### src/rtl/core/sdp_pkg.sv
`timescale 1ns / 1ps
// ----------------------------------------------------------------------------
// Scanline stereo package
// Shared types, register indexes and defaults for the DP disparity block.
// ----------------------------------------------------------------------------
package sdp_pkg;

    localparam int C_MAX_WIDTH      = 512;
    localparam int C_DISPARITY_SPAN = 32;

    localparam logic [7:0] C_THRESH_RST   = 8'd10;
    localparam logic [4:0] C_MIN_DISP_RST = 5'd0;
    localparam logic [4:0] C_MAX_DISP_RST = 5'd31;

    // Configuration register indexes.
    localparam logic [1:0] REG_THRESH   = 2'd0;
    localparam logic [1:0] REG_MIN_DISP = 2'd1;
    localparam logic [1:0] REG_MAX_DISP = 2'd2;

    // Input command codes.
    localparam logic OP_LOAD = 1'b0;
    localparam logic OP_READ = 1'b1;

    typedef struct packed {
        logic       command;
        logic [7:0] left_pixel;
        logic [7:0] right_pixel;
        logic       last_column;
        logic [8:0] read_column;
    } t_in_item;

    typedef struct packed {
        logic [7:0] disparity_value;
        logic [8:0] column_index;
    } t_out_item;

    typedef enum logic [3:0] {
        CMD_NONE,
        CMD_CLEAR,
        CMD_READ,
        CMD_LOAD,
        CMD_START,
        CMD_ROW,
        CMD_CA,
        CMD_CB,
        CMD_CC,
        CMD_BINIT,
        CMD_BL,
        CMD_BTEST,
        CMD_BH,
        CMD_BU,
        CMD_BD
    } t_cmd;

    typedef struct packed {
        logic clr_last;
        logic busy;
        logic out_free;
        logic row_go;
        logic rows_done;
        logic cell_more;
        logic bt_go;
    } t_stat;

endpackage

### src/rtl/core/sdp_ctrl.sv
`timescale 1ns / 1ps
// ----------------------------------------------------------------------------
// Scanline stereo controller
// Sequences clearing, loading, reads, table fill and backtrack through the datapath.
// ----------------------------------------------------------------------------
module sdp_ctrl
    import sdp_pkg::*;
(
    input  logic     i_clk,
    input  logic     i_rst_n,
    input  logic     i_in_valid,
    input  t_in_item i_in,
    input  t_stat    i_stat,
    output logic     o_in_ready,
    output t_cmd     o_cmd
);
    typedef enum logic [3:0] {
        S_CLEAR, S_IDLE, S_START, S_ROW, S_CA, S_CB, S_CC,
        S_BINIT, S_BL, S_BTEST, S_BH, S_BU, S_BD
    } t_state;

    t_state r_state, n_state;
    logic   r_go, n_go;
    logic   accept;

    assign o_in_ready = (r_state == S_IDLE) && i_stat.out_free;
    assign accept     = o_in_ready && i_in_valid;

    always_comb begin
        n_state = r_state;
        n_go    = r_go;
        o_cmd   = CMD_NONE;
        case (r_state)
            S_CLEAR: begin
                o_cmd = CMD_CLEAR;
                if (i_stat.clr_last) begin
                    n_state = r_go ? S_START : S_IDLE;
                end
            end
            S_IDLE: begin
                if (accept) begin
                    if (i_in.command == OP_READ) begin
                        o_cmd = CMD_READ;
                    end else begin
                        o_cmd = CMD_LOAD;
                        if (!i_stat.busy) begin
                            n_state = S_CLEAR;
                            n_go    = i_in.last_column;
                        end else if (i_in.last_column) begin
                            n_state = S_START;
                        end
                    end
                end
            end
            S_START: begin
                o_cmd   = CMD_START;
                n_state = S_ROW;
            end
            S_ROW: begin
                o_cmd = CMD_ROW;
                if (i_stat.rows_done) begin
                    n_state = S_BINIT;
                end else if (i_stat.row_go) begin
                    n_state = S_CA;
                end
            end
            S_CA: begin
                o_cmd   = CMD_CA;
                n_state = S_CB;
            end
            S_CB: begin
                o_cmd   = CMD_CB;
                n_state = S_CC;
            end
            S_CC: begin
                o_cmd   = CMD_CC;
                n_state = i_stat.cell_more ? S_CA : S_ROW;
            end
            S_BINIT: begin
                o_cmd   = CMD_BINIT;
                n_state = S_BL;
            end
            S_BL: begin
                o_cmd   = CMD_BL;
                n_state = S_BTEST;
            end
            S_BTEST: begin
                o_cmd   = CMD_BTEST;
                n_state = i_stat.bt_go ? S_BH : S_IDLE;
            end
            S_BH: begin
                o_cmd   = CMD_BH;
                n_state = S_BU;
            end
            S_BU: begin
                o_cmd   = CMD_BU;
                n_state = S_BD;
            end
            S_BD: begin
                o_cmd   = CMD_BD;
                n_state = S_BTEST;
            end
            default: begin
                n_state = S_IDLE;
            end
        endcase
    end

    always_ff @(posedge i_clk) begin
        if (!i_rst_n) begin
            r_state <= S_CLEAR;
            r_go    <= 1'b0;
        end else begin
            r_state <= n_state;
            r_go    <= n_go;
        end
    end
endmodule

### config.mk
export PLATFORM = sky130hd
export DESIGN_NAME = sdp_ctrl
export DESIGN_NICKNAME = d
export VERILOG_FILES = /design/src/rtl/core/sdp_pkg.sv /design/src/rtl/core/sdp_ctrl.sv
export SDC_FILE = /design/constraint.sdc
export NUM_CORES = 1
export LEC_CHECK = 0
export ABC_CLOCK_PERIOD_IN_PS = 2500
export BUFFER_PORTS_ARGS = -buffer_cell sky130_fd_sc_hd__buf_2
export CORE_AREA = 2 2 39 41
export CTS_BUF_LIST = sky130_fd_sc_hd__clkbuf_4
export CTS_CLUSTER_DIAMETER = 150
export DETAILED_ROUTE_END_ITERATION = 7
export DIE_AREA = 0 0 41 43
export HOLD_SLACK_MARGIN = 0.1
export PLACE_DENSITY = 0.76
export SYNTH_ARGS = -nofsm -noshare
export SYNTH_HDL_FRONTEND = slang
export SYNTH_SLANG_ARGS = --single-unit
### constraint.sdc
create_clock -name i_clk -period 2.5 [get_ports i_clk]
set_input_delay 0.5 -clock i_clk [delete_from_list [all_inputs] [get_ports i_clk]]
set_output_delay 0.5 -clock i_clk [all_outputs]
set_load 0.05 [all_outputs]
==> run metrics <==
run status=finished, final reports clean; core area=1380 um^2; Synth Register Bits=5; Antenna Cells=0; via count of the first global-routing pass=454; final hold slack=504 ps; number of top-level pins=42; library cells used by synthesis=34; met1 routed wirelength after detailed routing=473 um; final-report hold violation count=0; type of origin of the critical path=flop; Detailed Place HPWL=818 um; worst-margin pin slew=532 ps; proportion of synthesized chip area in sequential cells=0.216; number of warnings reported in the yosys synthesis log=0; final setup violation count=0; Post-layout nets=115; beginning of the worst hold path=i_rst_n; clock network latency to the later pin of the worst-skew pair=240 ps; pwr/cell area=553 nW/um^2; post-synthesis area per instance=7.74 um^2; ratio of cells with drive above 1 in the final layout=0.377; Crit Reg-Reg Startpoint=r_state[2]$_SDFFE_PN0P_; count of max-cap constraint violations=0; top routing layer in use=met3; cell area after placement=559 um^2; Flop pwr share=0.294; largest fanout on the critical path=13; vertical die dimension=43 um; first-iteration detailed-routing DRC count=6; net count after synthesis=97; final routed wirelength across all metal layers=1100 um; antenna violations before repair=0; met2 wire length=552 um; library cell used as clock root buffer=sky130_fd_sc_hd__clkbuf_4; Post CTS Setup Buffer Count=0; final-report max-slew violation count=0; post-route antenna net violation count=0; portion of the clock cycle consumed by the worst path in the final layout=0.854; Critical Path End Type=output pin; setup repair after global routing missed its margin=false; overall power of the completed layout=325 uW; count of placed standard cells in the final layout, fillers left out=93; number of instances resized during post-cts repair=0; gr ovfl total=0; final sum of negative setup slack=0 ps; Total Routing Usage GR=0.134; CP Data Required Time=2000 ps; die footprint=1760 um^2; part of the total power dissipated in combinational logic=0.417; Inserted Clock Buffers=3; remaining routing DRC violations=0; Post-Syn Area=464 um^2; H-tree depth=1; number of vias after detailed routing=502; hold bufs inserted after CTS=0; quantity of I/O buffers inserted on ports=16; P_int=197 uW; worst-case clock skew=6.94 ps; net switching share of the total power=0.392; Hold/Removal Path Class=in2reg; part of the total power dissipated in the clock network=0.289; time the final worst path needs with I/O delays and setup=2140 ps; Sinks on Clock Net=5; wire length on met3=69 um; Std-Cell Rows=14; synthesized instance count=60; largest vdd supply drop=0.000330 V; final routed wire length divided by cell count=11.8 um; Rel. slew slack=0.645; Area growth syn-to-layout=26.4%; Switching Power=127 uW; global-route wire length before repair=1700 um; static leakage=0.220 nW; Placer Congestion=0.818; critical path class=reg2out; Max Freq=0.468 GHz; Clock Path Buffers=2; Vias/cell=5.40; beginning of the critical path=r_state[1]$_SDFFE_PN0P_; Non-Filler Cell Area, Final=587 um^2; TritonCTS clock tree=yes; data arrival time at the worst-slack endpoint=1640 ps; CTS clock-pin slew for the worst setup and hold paths=50 ps; 1st-pass router iterations=2; placed cell count=89; horizontal extent of the die=41 um; largest net degree at the start of global routing=16; initial core utilization=0.335; fill cell count=152
-- layout by cell type (no fill, tap or decap), drive strengths merged --
cell type	n
o21bai	1
nand2	2
nor3b	1
and2	1
nand3b	4
nor2	6
nor3	1
o21ai	5
buf	18
nand3	1
nand2b	3
clkbuf	3
inv	1
a211oi	1
a311oi	3
a221oi	1
o21a	1
clkinv	1
a31oi	1
nor2b	4
nor4b	1
o22ai	1
mux2i	1
a22o	1
dfxtp	5
a32oi	1
o221ai	1
or2	1
a21oi	3
a21boi	1
or4	1
a2bb2oi	1
-- area by class of cell --
| class | count | area [um^2] | area share |
|---|---|---|---|
| multi-input cells | 49 | 340 | 0.580 |
| inverters | 1 | 3.75 | 0.00640 |
| well taps | 16 | 20.0 | 0.0341 |
| flip-flops and latches | 5 | 100 | 0.171 |
| clock inverters | 1 | 5.00 | 0.00853 |
| repair buffers | 18 | 95.1 | 0.162 |
| clock buffers | 3 | 22.5 | 0.0384 |
-- flip-flops by register name, summed over array words and instances, names as in the netlist --
| register | count |
|---|---|
| r_go | 1 |
| r_state | 4 |
-- critical path, stage by stage, from the launching register on --
cell	delay (ps)
sky130_fd_sc_hd__dfxtp_1	600
sky130_fd_sc_hd__inv_1	160
sky130_fd_sc_hd__nor2_2	210
sky130_fd_sc_hd__a22o_1	160
sky130_fd_sc_hd__buf_2	250
-- per-stage QoR --
step | setup WS (ps) | utilization
final | 365 | 0.424
after global routing | 252 | 0.424
after CTS | 365 | 0.424
after detailed placement | 622 | 0.404
after global placement | 635 | 0.404
after floorplan | 24.1 | -
-- power by group through the flow --
stage | sequential (mW) | clock [mW] | combinational, mW
CTS | 0.0952 | 0.0970 | 0.136
global route | 0.0962 | 0.104 | 0.150
floorplan | 0.0896 | 0 | 0.115
global placement | 0.0970 | 0 | 0.133
detailed placement | 0.0969 | 0 | 0.135
finish | 0.0954 | 0.0937 | 0.135
-- routing by layer --
layer	GRT usage	vias to the layer above
met4	0	0
met3	0.0471	0
met1	0.154	228
li1	-	259
met5	0	-
met2	0.238	15
-- synthesized netlist by cell type --
cell type                   number  area, um^2
sky130_fd_sc_hd__buf_6           1        11.3
sky130_fd_sc_hd__a21oi_1         3        15.0
sky130_fd_sc_hd__or2_2           1        6.26
sky130_fd_sc_hd__nand3_1         1        5.00
sky130_fd_sc_hd__a221oi_1        1        8.76
sky130_fd_sc_hd__nand2b_1        3        18.8
sky130_fd_sc_hd__clkbuf_1        4        15.0
sky130_fd_sc_hd__a22o_1          1        8.76
sky130_fd_sc_hd__dfxtp_1         5         100
sky130_fd_sc_hd__nor2b_1         4        25.0
sky130_fd_sc_hd__o21bai_1        1        7.51
sky130_fd_sc_hd__a211oi_1        1        7.51
sky130_fd_sc_hd__inv_1           1        3.75
sky130_fd_sc_hd__o22ai_1         1        6.26
sky130_fd_sc_hd__nor3b_2         1        12.5
sky130_fd_sc_hd__o21ai_2         1        8.76
sky130_fd_sc_hd__nor2_1          5        18.8
sky130_fd_sc_hd__o21ai_0         2        10.0
sky130_fd_sc_hd__a32oi_1         1        8.76
sky130_fd_sc_hd__nor2_2          1        6.26
sky130_fd_sc_hd__or4_4           1        11.3
sky130_fd_sc_hd__a2bb2oi_1       1        8.76
sky130_fd_sc_hd__o21ai_1         2        10.0
sky130_fd_sc_hd__o21a_1          1        7.51
sky130_fd_sc_hd__nor3_1          1        5.00
sky130_fd_sc_hd__and2_1          1        6.26
sky130_fd_sc_hd__nand2_1         2        7.51
sky130_fd_sc_hd__o221ai_1        1        8.76
sky130_fd_sc_hd__nor4b_2         1        15.0
sky130_fd_sc_hd__nand3b_1        4        30.0
sky130_fd_sc_hd__a31oi_1         1        6.26
sky130_fd_sc_hd__mux2i_1         1        10.0
sky130_fd_sc_hd__a21boi_1        1        7.51
sky130_fd_sc_hd__a311oi_1        3        26.3
-- worst paths after layout --
path / end / slack [ps] / depth (start not counted)
worst max-delay path: o_cmd[3] / 360 / 4
worst min-delay path: r_go$_SDFFE_PN0P_ / 500 / 2
worst max register to register: r_state[3]$_SDFFE_PN0P_ / 890 / 5
worst min register to register: r_go$_SDFFE_PN0P_ / 550 / 2
-- cells by family (layout without fill, tap and decap cells) --
kind of cell | after synthesis | in the layout | share of synthesized area
compound gates | 22 | 22 | 0.337
buf+inv | 6 | 23 | 0.0647
flops | 5 | 5 | 0.216
mux | 1 | 1 | 0.0216
simple gates | 26 | 26 | 0.361
(Power assumes the default switching activity.)
